===== src/rtl/wswm_pkg.sv =====
// Shared types and constants for the weekly schedule window matcher.
// Used by wswm_regs and weekly_schedule_window_matcher; no dependencies.
package wswm_pkg;

    localparam int ENTRIES_DEF   = 8;
    localparam int ADDR_W        = 4;
    localparam int DAY_W         = 13;
    localparam int WRAP_W        = 5;
    localparam int YEAR_DAYS     = 365;
    localparam int YEAR_RECIP    = 2873;
    localparam int YEAR_RECIP_SH = 20;
    localparam int WEEK_DAYS     = 7;
    localparam int DAY_EVERY     = 8;
    localparam int SUNDAY_CHECK  = 0;
    localparam int SUNDAY_TABLE  = 7;
    localparam int MIN_PER_HOUR  = 60;
    localparam int RUN_WEEKS_RST = 52;

    localparam logic FUNC_WRITE = 1'b0;
    localparam logic FUNC_CHECK = 1'b1;

    localparam logic [1:0] REG_START_YEAR_DAY = 2'd0;
    localparam logic [1:0] REG_START_YEAR     = 2'd1;
    localparam logic [1:0] REG_RUN_WEEKS      = 2'd2;
    localparam logic [1:0] REG_RUN_FOREVER    = 2'd3;

    typedef struct packed {
        logic       func;
        logic [2:0] entry_index;
        logic       entry_enable;
        logic [3:0] day;
        logic [4:0] hour;
        logic [5:0] minute;
        logic [4:0] span_hours;
        logic [5:0] span_minutes;
        logic [8:0] year_day;
        logic [7:0] year;
    } req_t;

    typedef struct packed {
        logic       in_range;
        logic [2:0] match_index;
        logic       expired;
    } rsp_t;

    typedef struct packed {
        logic       enable;
        logic [3:0] day;
        logic [4:0] hour;
        logic [5:0] minute;
        logic [4:0] span_hours;
        logic [5:0] span_minutes;
    } entry_t;

    typedef struct packed {
        logic [8:0] start_year_day;
        logic [7:0] start_year;
        logic [9:0] run_weeks;
        logic       run_forever;
    } cfg_t;

endpackage


===== src/rtl/wswm_regs.sv =====
// APB-style configuration registers of the schedule matcher.
// Depends on wswm_pkg for the register codes and the cfg_t struct.
module wswm_regs (
    input  logic                        clk,
    input  logic                        rst_n,
    input  logic                        psel,
    input  logic                        penable,
    input  logic                        pwrite,
    input  logic [wswm_pkg::ADDR_W-1:0] paddr,
    input  logic [31:0]                 pwdata,
    output logic [31:0]                 prdata,
    output logic                        pready,
    output wswm_pkg::cfg_t              cfg
);

    wswm_pkg::cfg_t cfg_reg;
    logic [1:0]     reg_sel;
    logic           wr_en;

    assign reg_sel = paddr[wswm_pkg::ADDR_W-1:2];
    assign wr_en   = psel && penable && pwrite;
    assign pready  = 1'b1;
    assign cfg     = cfg_reg;

    always_ff @(posedge clk or negedge rst_n)
    begin
        if (!rst_n)
        begin
            cfg_reg.start_year_day <= '0;
            cfg_reg.start_year     <= '0;
            cfg_reg.run_weeks      <= 10'(wswm_pkg::RUN_WEEKS_RST);
            cfg_reg.run_forever    <= 1'b0;
        end
        else if (wr_en)
        begin
            unique case (reg_sel)
                wswm_pkg::REG_START_YEAR_DAY: cfg_reg.start_year_day <= pwdata[8:0];
                wswm_pkg::REG_START_YEAR:     cfg_reg.start_year     <= pwdata[7:0];
                wswm_pkg::REG_RUN_WEEKS:      cfg_reg.run_weeks      <= pwdata[9:0];
                wswm_pkg::REG_RUN_FOREVER:    cfg_reg.run_forever    <= pwdata[0];
            endcase
        end
    end

    always_comb
    begin
        unique case (reg_sel)
            wswm_pkg::REG_START_YEAR_DAY: prdata = 32'(cfg_reg.start_year_day);
            wswm_pkg::REG_START_YEAR:     prdata = 32'(cfg_reg.start_year);
            wswm_pkg::REG_RUN_WEEKS:      prdata = 32'(cfg_reg.run_weeks);
            wswm_pkg::REG_RUN_FOREVER:    prdata = 32'(cfg_reg.run_forever);
        endcase
    end

endmodule


===== src/rtl/weekly_schedule_window_matcher.sv =====
// Top level of the weekly schedule window matcher: table memory, scan and expiry.
// Depends on wswm_pkg and wswm_regs.
//
// Usage:
//   Requests arrive on req_valid/req_ready with a req_t payload. A write request
//   (func = 0) loads one table entry in the cycle it is accepted and returns
//   nothing. A check request (func = 1) returns one rsp_t on rsp_valid/rsp_ready.
//   A check reads the table memory one entry per cycle while the expiry end day
//   is found by a two-step reciprocal multiply running alongside.
//   A check stops its scan at the first matching entry, and no new request is
//   taken until the check has handed its response to the output register.
//   A finished response sits in an output register; the next request is taken
//   while it waits. If the receiver stalls, a second check holds in its last
//   step until the output register frees up.
//   Reset marks every table entry as unwritten, which reads as disabled, and loads
//   the configuration defaults. The APB-style port sets the start day, start year,
//   run length and run-forever flag; the user, not the block, must hold these writes off while a check is in flight.
module weekly_schedule_window_matcher #(
    parameter int ENTRIES = wswm_pkg::ENTRIES_DEF
) (
    input  logic                        clk,
    input  logic                        rst_n,
    input  logic                        req_valid,
    output logic                        req_ready,
    input  wswm_pkg::req_t              req_data,
    output logic                        rsp_valid,
    input  logic                        rsp_ready,
    output wswm_pkg::rsp_t              rsp_data,
    input  logic                        psel,
    input  logic                        penable,
    input  logic                        pwrite,
    input  logic [wswm_pkg::ADDR_W-1:0] paddr,
    input  logic [31:0]                 pwdata,
    output logic [31:0]                 prdata,
    output logic                        pready
);

    localparam int IDX_W = (ENTRIES > 1) ? $clog2(ENTRIES) : 1;
    localparam int CNT_W = $clog2(ENTRIES + 1);
    localparam logic [CNT_W-1:0] CNT_END = CNT_W'(ENTRIES);
    localparam int DW = wswm_pkg::DAY_W;
    localparam int WW = wswm_pkg::WRAP_W;
    localparam int PW = wswm_pkg::YEAR_RECIP_SH + WW;

    localparam logic [1:0] S_IDLE = 2'd0;
    localparam logic [1:0] S_BUSY = 2'd1;
    localparam logic [1:0] S_DONE = 2'd2;

    wswm_pkg::cfg_t   cfg;
    wswm_pkg::req_t   cur_reg;
    wswm_pkg::rsp_t   rsp_reg;
    wswm_pkg::entry_t mem [ENTRIES];
    wswm_pkg::entry_t rd_data_reg;
    wswm_pkg::entry_t wr_entry;

    logic [1:0]         state_reg;
    logic [1:0]         state_next;
    logic [ENTRIES-1:0] valid_reg;
    logic               rsp_valid_reg;
    logic               req_acc;
    logic               wr_en;
    logic [IDX_W-1:0]   wr_addr;
    logic               rd_en;
    logic [IDX_W-1:0]   rd_addr;
    logic [CNT_W-1:0]   iss_cnt_reg;
    logic               evl_vld_reg;
    logic [IDX_W-1:0]   evl_idx_reg;
    logic               found_reg;
    logic [IDX_W-1:0]   found_idx_reg;
    logic               scan_done;

    logic [DW-1:0]      day_sum;
    logic [DW-1:0]      rem_reg;
    logic [PW-1:0]      recip_prod;
    logic               zero_reg;
    logic [WW-1:0]      wraps_reg;
    logic               div_k_reg;
    logic               div_run_reg;
    logic [DW-1:0]      end_day;
    logic [8:0]         end_year;
    logic               expired;
    logic               hit;
    logic               out_free;

    logic [3:0]         wday;
    logic [6:0]         min_sum;
    logic [6:0]         end_min;
    logic [1:0]         carry;
    logic [6:0]         end_hour;
    logic               en_ok;
    logic               day_ok;
    logic               start_ok;
    logic               end_ok;
    logic               covers;

    wswm_regs u_regs (
        .clk     (clk),
        .rst_n   (rst_n),
        .psel    (psel),
        .penable (penable),
        .pwrite  (pwrite),
        .paddr   (paddr),
        .pwdata  (pwdata),
        .prdata  (prdata),
        .pready  (pready),
        .cfg     (cfg)
    );

    assign req_ready = (state_reg == S_IDLE);
    assign req_acc   = req_valid && req_ready;
    assign rsp_valid = rsp_valid_reg;
    assign rsp_data  = rsp_reg;

    assign wr_en   = req_acc && (req_data.func == wswm_pkg::FUNC_WRITE)
                     && (32'(req_data.entry_index) < ENTRIES);
    assign wr_addr = IDX_W'(req_data.entry_index);
    assign wr_entry = '{enable:       req_data.entry_enable,
                        day:          req_data.day,
                        hour:         req_data.hour,
                        minute:       req_data.minute,
                        span_hours:   req_data.span_hours,
                        span_minutes: req_data.span_minutes};

    assign rd_en   = (state_reg == S_BUSY) && (iss_cnt_reg != CNT_END) && !found_reg;
    assign rd_addr = iss_cnt_reg[IDX_W-1:0];

    always_ff @(posedge clk)
    begin
        if (wr_en)
            mem[wr_addr] <= wr_entry;
        if (rd_en)
            rd_data_reg <= mem[rd_addr];
    end

    always_ff @(posedge clk or negedge rst_n)
    begin
        if (!rst_n)
            valid_reg <= '0;
        else if (wr_en)
            valid_reg[wr_addr] <= 1'b1;
    end

    // entry match on the registered read data
    always_comb
    begin
        wday = (cur_reg.day == 4'(wswm_pkg::SUNDAY_CHECK))
               ? 4'(wswm_pkg::SUNDAY_TABLE) : cur_reg.day;
        min_sum = 7'(rd_data_reg.minute) + 7'(rd_data_reg.span_minutes);
        if (min_sum >= 7'(2 * wswm_pkg::MIN_PER_HOUR))
        begin
            carry   = 2'd2;
            end_min = min_sum - 7'(2 * wswm_pkg::MIN_PER_HOUR);
        end
        else if (min_sum >= 7'(wswm_pkg::MIN_PER_HOUR))
        begin
            carry   = 2'd1;
            end_min = min_sum - 7'(wswm_pkg::MIN_PER_HOUR);
        end
        else
        begin
            carry   = 2'd0;
            end_min = min_sum;
        end
        end_hour = 7'(rd_data_reg.hour) + 7'(rd_data_reg.span_hours) + 7'(carry);
        en_ok    = valid_reg[evl_idx_reg] && rd_data_reg.enable;
        day_ok   = (rd_data_reg.day == wday)
                   || (rd_data_reg.day == 4'(wswm_pkg::DAY_EVERY));
        start_ok = (cur_reg.hour > rd_data_reg.hour)
                   || ((cur_reg.hour == rd_data_reg.hour)
                       && (cur_reg.minute >= rd_data_reg.minute));
        end_ok   = (7'(cur_reg.hour) < end_hour)
                   || ((7'(cur_reg.hour) == end_hour) && (7'(cur_reg.minute) <= end_min));
        covers   = en_ok && day_ok && start_ok && end_ok;
    end

    assign scan_done = found_reg || ((iss_cnt_reg == CNT_END) && !evl_vld_reg);

    // expiry end day and year
    assign day_sum = DW'(cfg.start_year_day) + DW'(cfg.run_weeks) * DW'(wswm_pkg::WEEK_DAYS);
    assign recip_prod = PW'(rem_reg) * PW'(wswm_pkg::YEAR_RECIP);
    assign end_day = zero_reg ? '0 : rem_reg + DW'(1);
    assign end_year = 9'(cfg.start_year) + 9'(wraps_reg);
    assign expired = !cfg.run_forever && (DW'(cur_reg.year_day) > end_day)
                     && (9'(cur_reg.year) >= end_year);
    assign hit      = !expired && found_reg;
    assign out_free = !rsp_valid_reg || rsp_ready;

    always_comb
    begin
        state_next = state_reg;
        unique case (state_reg)
            S_IDLE:
            begin
                if (req_acc && (req_data.func == wswm_pkg::FUNC_CHECK))
                    state_next = S_BUSY;
            end
            S_BUSY:
            begin
                if (!div_run_reg && scan_done)
                    state_next = S_DONE;
            end
            S_DONE:
            begin
                if (out_free)
                    state_next = S_IDLE;
            end
            default: state_next = S_IDLE;
        endcase
    end

    always_ff @(posedge clk or negedge rst_n)
    begin
        if (!rst_n)
        begin
            state_reg     <= S_IDLE;
            rsp_valid_reg <= 1'b0;
            iss_cnt_reg   <= '0;
            evl_vld_reg   <= 1'b0;
            found_reg     <= 1'b0;
            div_run_reg   <= 1'b0;
        end
        else
        begin
            state_reg   <= state_next;
            evl_vld_reg <= rd_en;
            if (rd_en)
                iss_cnt_reg <= iss_cnt_reg + CNT_W'(1);
            if ((state_reg == S_BUSY) && evl_vld_reg && !found_reg && covers)
                found_reg <= 1'b1;
            if (div_run_reg && !div_k_reg)
                div_run_reg <= 1'b0;
            if (req_acc && (req_data.func == wswm_pkg::FUNC_CHECK))
            begin
                iss_cnt_reg <= '0;
                found_reg   <= 1'b0;
                div_run_reg <= 1'b1;
            end
            if ((state_reg == S_DONE) && out_free)
                rsp_valid_reg <= 1'b1;
            else if (rsp_ready)
                rsp_valid_reg <= 1'b0;
        end
    end

    always_ff @(posedge clk)
    begin
        if (req_acc)
            cur_reg <= req_data;
        evl_idx_reg <= rd_addr;
        if ((state_reg == S_BUSY) && evl_vld_reg && !found_reg && covers)
            found_idx_reg <= evl_idx_reg;
        if (req_acc && (req_data.func == wswm_pkg::FUNC_CHECK))
        begin
            zero_reg  <= (day_sum == '0);
            rem_reg   <= (day_sum == '0) ? '0 : day_sum - DW'(1);
            wraps_reg <= '0;
            div_k_reg <= 1'b1;
        end
        else if (div_run_reg)
        begin
            if (div_k_reg)
                wraps_reg <= recip_prod[wswm_pkg::YEAR_RECIP_SH +: WW];
            else
                rem_reg <= rem_reg - DW'(wraps_reg) * DW'(wswm_pkg::YEAR_DAYS);
            div_k_reg <= 1'b0;
        end
        if ((state_reg == S_DONE) && out_free)
        begin
            rsp_reg.expired     <= expired;
            rsp_reg.in_range    <= hit;
            rsp_reg.match_index <= hit ? 3'(found_idx_reg) : 3'd0;
        end
    end

endmodule


===== config.mk =====
export PLATFORM = sky130hd
export DESIGN_NAME = weekly_schedule_window_matcher
export DESIGN_NICKNAME = d
export VERILOG_FILES = /design/src/rtl/wswm_pkg.sv /design/src/rtl/wswm_regs.sv /design/src/rtl/weekly_schedule_window_matcher.sv
export SDC_FILE = /design/constraint.sdc
export NUM_CORES = 1
export LEC_CHECK = 0
export ABC_AREA = 1
export BUFFER_PORTS_ARGS = -buffer_cell sky130_fd_sc_hd__buf_2
export CAP_MARGIN = 20
export CELL_PAD_IN_SITES_DETAIL_PLACEMENT = 0
export CELL_PAD_IN_SITES_GLOBAL_PLACEMENT = 1
export CORE_MARGIN = 2
export CORE_UTILIZATION = 50
export CTS_BUF_LIST = sky130_fd_sc_hd__clkbuf_4 sky130_fd_sc_hd__clkbuf_8
export CTS_CLUSTER_SIZE = 25
export DETAILED_ROUTE_END_ITERATION = 7
export PLACE_DENSITY = 0.8
export SETUP_SLACK_MARGIN = 0.02
export SLEW_MARGIN = 25
export SYNTH_ARGS = -nofsm -noshare
export SYNTH_HDL_FRONTEND = slang
export SYNTH_SLANG_ARGS = --single-unit

===== constraint.sdc =====
create_clock -name clk -period 5 [get_ports clk]
set_input_delay 1 -clock clk [delete_from_list [all_inputs] [get_ports clk]]
set_output_delay 1 -clock clk [all_outputs]
set_load 0.03 [all_outputs]

-- Word-level counts from Yosys, hierarchy flattened
Memories as Yosys holds them, arrays and structs flattened. A register that Yosys moved wholly into a read port is not among the register bits.
Index checks and enable logic that the tools add are counted.
- flip-flop bits (word level): 109
- memory bits (writable): 216
- input bits: 91
- output and inout port bits: 40
- word-level logic and storage cells: 149
- memories: 1
- $add $sub $neg: 11
- $mul: 3
- magnitude comparators: 11
- eq/ne operators: 15
- mux-type cells: 29
- bitwise logic cells: 2
- reduce and logical (&&, ||, !) cells: 52
- memory list (name ; depth ; bits a word ; rd ports ; clocked after memory_dff ; wr ports ; line ; text):
    mem ; 8 ; 27 ; 1 ; 1 ; 1 ; weekly_schedule_window_matcher.sv:52 ; wswm_pkg::entry_t mem [ENTRIES];
- operator list (cell ; number):
    $pmux 32 s4 ; 1
    $mux 13 ; 5
    $mul 13x12->25 const B ; 1
    $logic_and 1x1->1 ; 24
    $mux 7 ; 2
    $add 13x1->13 const B ; 1
    $add 9x13->13 ; 1
    $gt 9x13->1 ; 1
    $logic_not 13->1 ; 1
    $mul 10x3->13 const B ; 1
    $mul 5x9->13 const B ; 1
    $sub 13x1->13 const B ; 1
    $sub 13x13->13 ; 1
    $mux 4 ; 3
    $reduce_and 2->1 ; 6
    $mux 1 ; 11
    $reduce_bool 2->1 ; 5
    $add 8x5->9 ; 1
    $ge 8x9->1 ; 1
    $eq 4x4->1 const B ; 2
    $lt 3x4->1 const B ; 2
    $mux 2 ; 4
    $or 8x8->8 ; 1
    $add 6x2->7 ; 1
    other kinds (29) ; 45

-- Depth between registers and ports, before layout
Gate-level depths: netlist (run 1).
- depth in word-level cells: 12
- gate-level depth with buffers: 28
- mapped depth without buffers: 28

-- By module
A second synthesis (run 1) with hierarchy kept.
- cells, all modules: 2083
- area, all modules: 21136.5 µm²
- by module, submodules not included (module ; instances ; cells an instance ; area each (µm²) ; sequential area each (µm²)):
    weekly_schedule_window_matcher ; 1 ; 1888 ; 19656.4 ; 9549.2
    wswm_regs ; 1 ; 195 ; 1480.2 ; 704.4

-- Least setup slack after synthesis (run 1)
No wires, ideal clock.
- path type: register -> register
- from: register, netlist name rd_data_reg[13]
- to: register found_idx_reg[0] (enable)
- setup time: 0.319 ns
- arrival: 3.963 ns
- data required time: 4.681 ns
- path slack: 0.718 ns
- cell stages (with the launch flop): 25
- path buffers: 0
- period minus slack after synthesis: 4.282 ns
- cells stage by stage: edfxtp_1 -> ha_1 -> nand2_1 -> nand2_1 -> o21bai_1 -> xor2_1 -> ha_1 -> inv_1 -> nor2_1 -> nand4_1 -> nand2_1 -> inv_2 -> fa_1 -> inv_1 -> ha_1 -> inv_1 -> fa_1 -> ha_1 -> nand2_1 -> o21ai_0 -> o21ai_0 -> o31ai_1 -> nand2_1 -> inv_1 -> nor2_1
- cells in the longest elaborated chain, start to end: 10
- elaborated cells between the ends (all ways): 21
- those cells by class: add/sub: 4; order compare: 5; eq/ne: 1; mux: 4; reduce/logical: 7
- ends and longest elaborated chain (element ; line ; text):
    parallel branches: the longest is 8 deep, another holds $add 6x6->7 ; - ;
    $logic_and 1x1->1 (*) ; weekly_schedule_window_matcher.sv:173 ; covers = en_ok && day_ok && start_ok && end_ok;
    $logic_and 1x1->1 (*) ; weekly_schedule_window_matcher.sv:250 ; if ((state_reg == S_BUSY) && evl_vld_reg && !found_reg && covers)
    end signal: assignment ; weekly_schedule_window_matcher.sv:251 ; found_idx_reg <= evl_idx_reg;
    end: declaration ; weekly_schedule_window_matcher.sv:69 ; logic [IDX_W-1:0] found_idx_reg;
Every way passes the cells marked *.
A chain may end at the register's enable or synchronous reset.

-- Worst setup path after layout (run 1)
- from: register rem_reg[6]
- to: register wraps_reg[0]
- cells in the longest elaborated chain, start to end: 1
- ends and longest elaborated chain (element ; line ; text):
    start: declaration ; weekly_schedule_window_matcher.sv:73 ; logic [DW-1:0] rem_reg;
    start signal: assignment ; weekly_schedule_window_matcher.sv:255 ; rem_reg <= (day_sum == '0) ? '0 : day_sum - DW'(1);
    start signal: assignment ; weekly_schedule_window_matcher.sv:264 ; rem_reg <= rem_reg - DW'(wraps_reg) * DW'(wswm_pkg::YEAR_DAYS);
    $mul 13x12->25 ; weekly_schedule_window_matcher.sv:180 ; assign recip_prod = PW'(rem_reg) * PW'(wswm_pkg::YEAR_RECIP);
    end signal: assignment ; weekly_schedule_window_matcher.sv:262 ; wraps_reg <= recip_prod[wswm_pkg::YEAR_RECIP_SH +: WW];
    end: declaration ; weekly_schedule_window_matcher.sv:76 ; logic [WW-1:0] wraps_reg;
Every way passes these cells.

==> metrics.txt, run 1 <==
synth warn=0; routed via count=14200; Synth Cell Area=0.0209 sq mm; Fmax achieved=~220 MHz; critical path's largest stage delay=690 ps; die height=208 microns; I/O Pins=131; R2R depth=19; register area share after synthesis=0.491; Nets=2531; Worst setup SP type=register; final wirelength=44300 microns; most common cell in the netlist=edfxtp_1; DRC=0; most frequent CP cell=fa_1; FP Rows=74; pin count of the biggest net entering global routing=62; Post-synth EDFFs=~300; gr ovfl total=0; dominant synthesized flop cell=edfxtp_1; # H-tree levels=2; Max Cap Viol=0; number of cells after detailed placement=2626; fin crit period=about 4600 ps; Worst Path Arrival=5170 ps; DP Worst Slack=272 ps; required time of the critical path=between 5000 and 6000 ps; ys async rst share=0.131; layout cells sized above 1=0.117; ranking of synthesized cells by area=edfxtp_1 (43%), ha_1 (12%), fa_1 (8.2%), dfrtp_1 (5.1%), inv_1 (4.8%); outcome=completed; Final Cycle Share=0.928; routed length per instance=16.2 microns; number of buffers created by CTS=58; die area=between 0.04 and 0.05 sq mm; synthesis-to-layout area growth=10.9%; DR iter-0 viols=between 700 and 800; clock sinks=352; multi-input combinational cell area=0.00935 sq mm; PortBufs=83; Die Wd=208 microns; Clock Skews=39.0 ps; Crit Path Class=register to register; RSZ-0062 raised after global routing=no; setup TNS=0 ps; Skew-Pair Late Insertion Delay=650 ps; antenna violations before repair=4; vias in the first global route=~14000; slowest CP cell=edfxtp_1; Synth Instances=2035; Tot GR Track Use=0.210; Setup crit end kind=register; max FFs per register=216; Hold Vio Cnt, Final=0; worst setup margin=361 ps; Root Buffer Master=clkbuf_8; # setup viols final=0; Setup Fix Bufs, Post-CTS=0; fin cells=2731; count of final max-slew check failures=0; Levels on crit path=19; relative slew slack=0.508; Pre-antenna DRT Iters=5; Detailed Place HPWL=between 30000 and 40000 microns; worst-margin pin slew=737 ps; worst hold-check path type=primary input to async pin; worst path bufs/invs=3; Synth cell types=49; Synth top area share=0.427; post-synth top area cell=edfxtp_1; Layout fillers=3490; TritonCTS clock tree=built; crit path max fanout=11; global-route wire length before repair=72300 microns; Yosys reg bits=352; critical-path cell list=fa_1 -> ha_1 -> inv_1 -> fa_1 -> fa_1 -> inv_1 -> fa_1 -> ha_1 -> nand2_1 -> nor2_1 -> nor2_1 -> a21boi_0 -> o21ai_0 -> nand2_1 -> a21oi_1 -> nor2_1 -> nand2_1 -> nand3_1 -> inv_1; antenna viol nets, final=0; Reg area=just over 0.01 sq mm; CP delay by family, top=adder cells; syn_area_per_cell=10.3 sq um; vias per std cell=5.19; Core Box Area=between 0.04 and 0.05 sq mm; initial core utilization=0.510; Worst-path clk slew=70 ps; Cell Area, Placed=about 0.022 sq mm; top post-synthesis cells by count=edfxtp_1 (297), inv_1 (266), nor2_1 (262), nand2_1 (247), ha_1 (200); GP Congestion=approximately 0.84; Clock Path Buffers=3; final instance area=roughly 0.023 sq mm
## final timing paths
kind                                 from  slack, ps             end
max in group asynchronous           rst_n       4180  iss_cnt_reg[0]
min reg2reg                iss_cnt_reg[2]        360  evl_idx_reg[2]
max                            rem_reg[6]        360    wraps_reg[0]
max reg2reg                    rem_reg[6]        360    wraps_reg[0]
min in group clk           iss_cnt_reg[2]        360  evl_idx_reg[2]
min                                 rst_n        360  u_regs.cfg[17]
## per-layer routing
metal / vias up / track usage / wire, microns
met3: 59 / 0.0355 / 1960
li1: 7136 / - / -
met4: 8 / 0.0625 / 825
met2: 263 / 0.376 / 22500
met1: 6718 / 0.259 / 19000
met5: - / 0 / 46
## area by class of cell
class,count,share of cell area
Timing Repair Buffer,113,0.0278
Inverter,275,0.0446
Antenna cell,1,0.000108
Clock buffer,85,0.0443
Sequential cell,352,0.443
Clock inverter,19,0.00826
Tap cell,532,0.0287
Multi-Input combinational cell,1354,0.404
## cell usage in the layout, fill, tap and decap left out, types with 5 or more instances in the layout
cell type and instances:
clkbuf_4 23, o211ai_1 7, xor2_1 22, edfxtp_1 297, clkinv_2 7, nand2_2 5
or2_2 7, dfxtp_1 9, buf_4 31, clkinv_1 7, a31oi_1 32, nand3_1 71
inv_2 10, inv_1 264, nor2_1 254, clkbuf_8 62, a21oi_1 70, nand2_1 247
o22ai_1 27, fa_1 86, o21ai_0 194, o21ai_1 11, buf_2 82, conb_1 23
xnor2_1 13, nand4_1 25, o21bai_1 8, dfrtp_1 41, nor3_1 6, ha_1 200
nor2_2 9
## cells by family after synthesis
logic type	share of synthesized area
AND/OR/NAND/NOR	0.128
AO/OA/AOI/OAI	0.0959
flip-flops	0.491
buffers and inverters	0.0675
adder cells (fa/ha/maj)	0.202
XOR/XNOR	0.0159
other	0.000359
## repair_timing
action,in CTS,in global routing
setup endpoints to repair,0,3
hold buffers,0,0
gates resized for setup,0,4
## per-stage QoR
stage | utilization | hold WS, ps
3_3_place_gp | 0.535 | 365
5_1_grt | 0.565 | 369
4_1_cts | 0.564 | 336
2_1_floorplan | - | 347
3_5_place_dp | 0.535 | 373
6_report | 0.565 | 363
Power of run 1 is not shown: default switching activity piles up to over one toggle a cycle in this logic, so the estimate is an artifact.
==> run 2: changes to the inputs <==
--- a/config.mk
+++ b/config.mk
@@ -12,7 +12,7 @@
 export CELL_PAD_IN_SITES_GLOBAL_PLACEMENT = 1
 export CORE_MARGIN = 2
 export CORE_UTILIZATION = 50
-export CTS_BUF_LIST = sky130_fd_sc_hd__clkbuf_4 sky130_fd_sc_hd__clkbuf_8
+export CTS_BUF_LIST = sky130_fd_sc_hd__clkbuf_8
 export CTS_CLUSTER_SIZE = 25
 export DETAILED_ROUTE_END_ITERATION = 7
 export PLACE_DENSITY = 0.8
==> run 2 against run 1 <==
  * Cell count is essentially flat
  * First-iteration DRC count shrank 0.78%
  * Final area shrank 0.36%
  * Non-clock buffer count did not move
  * Setup slack worse by 4.9 ps
  * Via count increased by 0.25%
  * Global-route usage is essentially flat
  * Register-to-register slack about the same
  * Hold slack got worse by 3.6 ps
  * Sequential share of layout area grew 0.16 points
  * Utilization down 0.20 points
  * Routed wire length rose by 0.15%
==> metrics.txt, run 2 (synthesis results as in run 1) <==
Setup Fix Bufs, Post-CTS=0; # H-tree levels=2; FP Rows=74; GP Congestion=0.843; Skew-Pair Late Insertion Delay=650 ps; DP Worst Slack=272 ps; max FFs per register=approximately 220; # setup viols final=0; TritonCTS clock tree=built; synthesis-to-layout area growth=10.5%; relative slew slack=0.507; post_cts resized=0; fin crit period=4640 ps; vias per std cell=5.20; routed length per instance=16.2 microns; Worst Path Arrival=5170 ps; vias in the first global route=roughly 14000; final instance area=0.0231 sq mm; commonest non-fill, non-tap cell in the layout=edfxtp_1; Crit Path Class=register to register; layout cells sized above 1=0.107; Worst Hold Margin=roughly 360 ps; Layout fillers=about 3500; number of buffers created by CTS=between 50 and 60; clock sinks=352; global-route wire length before repair=72200 microns; most frequent CP cell=fa_1; Worst-path clk slew=around 70 ps; I/O Pins=around 130; Core Box Area=0.0410 sq mm; Root Buffer Master=clkbuf_8; gr ovfl total=0; Worst setup SP type=register; outcome=completed; initial core utilization=0.510; critical-path cell list=fa_1 -> ha_1 -> inv_1 -> fa_1 -> fa_1 -> inv_1 -> fa_1 -> ha_1 -> nand2_1 -> nor2_1 -> nor2_1 -> a21boi_0 -> o21ai_0 -> nand2_1 -> a21oi_1 -> nor2_1 -> nand2_1 -> nand3_1 -> inv_1; die area=0.0434 sq mm; RSZ-0062 raised after global routing=no; crit path max fanout=11; slowest CP cell=edfxtp_1; worst setup margin=357 ps; r2r setup slk=around 360 ps; RR Endpoint=wraps_reg[0]; CP delay by family, top=adder cells; antenna viol nets, final=0; Setup crit end kind=register; pin count of the biggest net entering global routing=62; worst-margin pin slew=738 ps; DRC=0; critical path's largest stage delay=690 ps; required time of the critical path=5530 ps; die height=208 microns; antenna violations before repair=4; Hold Vio Cnt, Final=0; Final Cycle Share=0.929; Tot GR Track Use=0.210; DR iter-0 viols=762; Cell Area, Placed=0.0219 sq mm; Pre-antenna DRT Iters=5; multi-input combinational cell area=0.00935 sq mm; Fmax achieved=approximately 220 MHz; RR Startpoint=rem_reg[6]; count of final max-slew check failures=0; Max Cap Viol=0; cts hold-fix bufs=0; worst path bufs/invs=3; final wirelength=approximately 44000 microns; Nets=2531; Detailed Place HPWL=31400 microns; Die Wd=roughly 210 microns; Clock Skews=roughly 40 ps; Clock Path Buffers=3; Reg area=between 0.01 and 0.015 sq mm; leading cell types in the layout, fill and taps excluded=edfxtp_1 (297), inv_1 (287), nor2_1 (254); setup TNS=0 ps; R2R depth=19; routed via count=14200; worst hold-check path type=primary input to async pin; PortBufs=a little over 80
[run 2: cell count changes in the layout (fill, tap and decap cells not counted), sizes merged]
cell and delta:
clkbuf -23, inv +23, diode +1
[run 2: layer usage]
| layer | routed length [microns] | GRT usage | vias to the layer above |
|---|---|---|---|
| met5 | 44 | 0 | - |
| met4 | 865 | 0.0660 | 6 |
| met3 | 2050 | 0.0356 | 57 |
| met2 | 22500 | 0.375 | 266 |
| met1 | 18900 | 0.258 | 6759 |
| li1 | - | - | 7132 |
[run 2: how the worst max path moves through the flow]
stage                    start               end  cells after the start
2_1_floorplan  rd_data_reg[13]  found_idx_reg[0]                     24
3_3_place_gp   rd_data_reg[11]  found_idx_reg[0]                     26
3_5_place_dp   rd_data_reg[11]  found_idx_reg[1]                     26
4_1_cts        rd_data_reg[11]  found_idx_reg[1]                     26
5_1_grt        rd_data_reg[11]  found_idx_reg[1]                     25
6_report            rem_reg[6]      wraps_reg[0]                     19
[run 2: area by class of cell]
type / instances / area share
Sequential cell: 352 / 0.444
Multi-Input combinational cell: 1354 / 0.405
Inverter: 275 / 0.0447
Clock buffer: 62 / 0.0370
Tap cell: 532 / 0.0288
Timing Repair Buffer: 113 / 0.0279
Clock inverter: 42 / 0.0120
Antenna cell: 2 / 0.000217
[run 2: metrics by stage]
step | std cells | utilization
floorplan | 2056 | -
global placement | 2626 | 0.535
detailed placement | 2626 | 0.535
CTS | 2730 | 0.562
global route | 2730 | 0.563
finish | 2732 | 0.563
Power of run 2 is left out for the same reason.
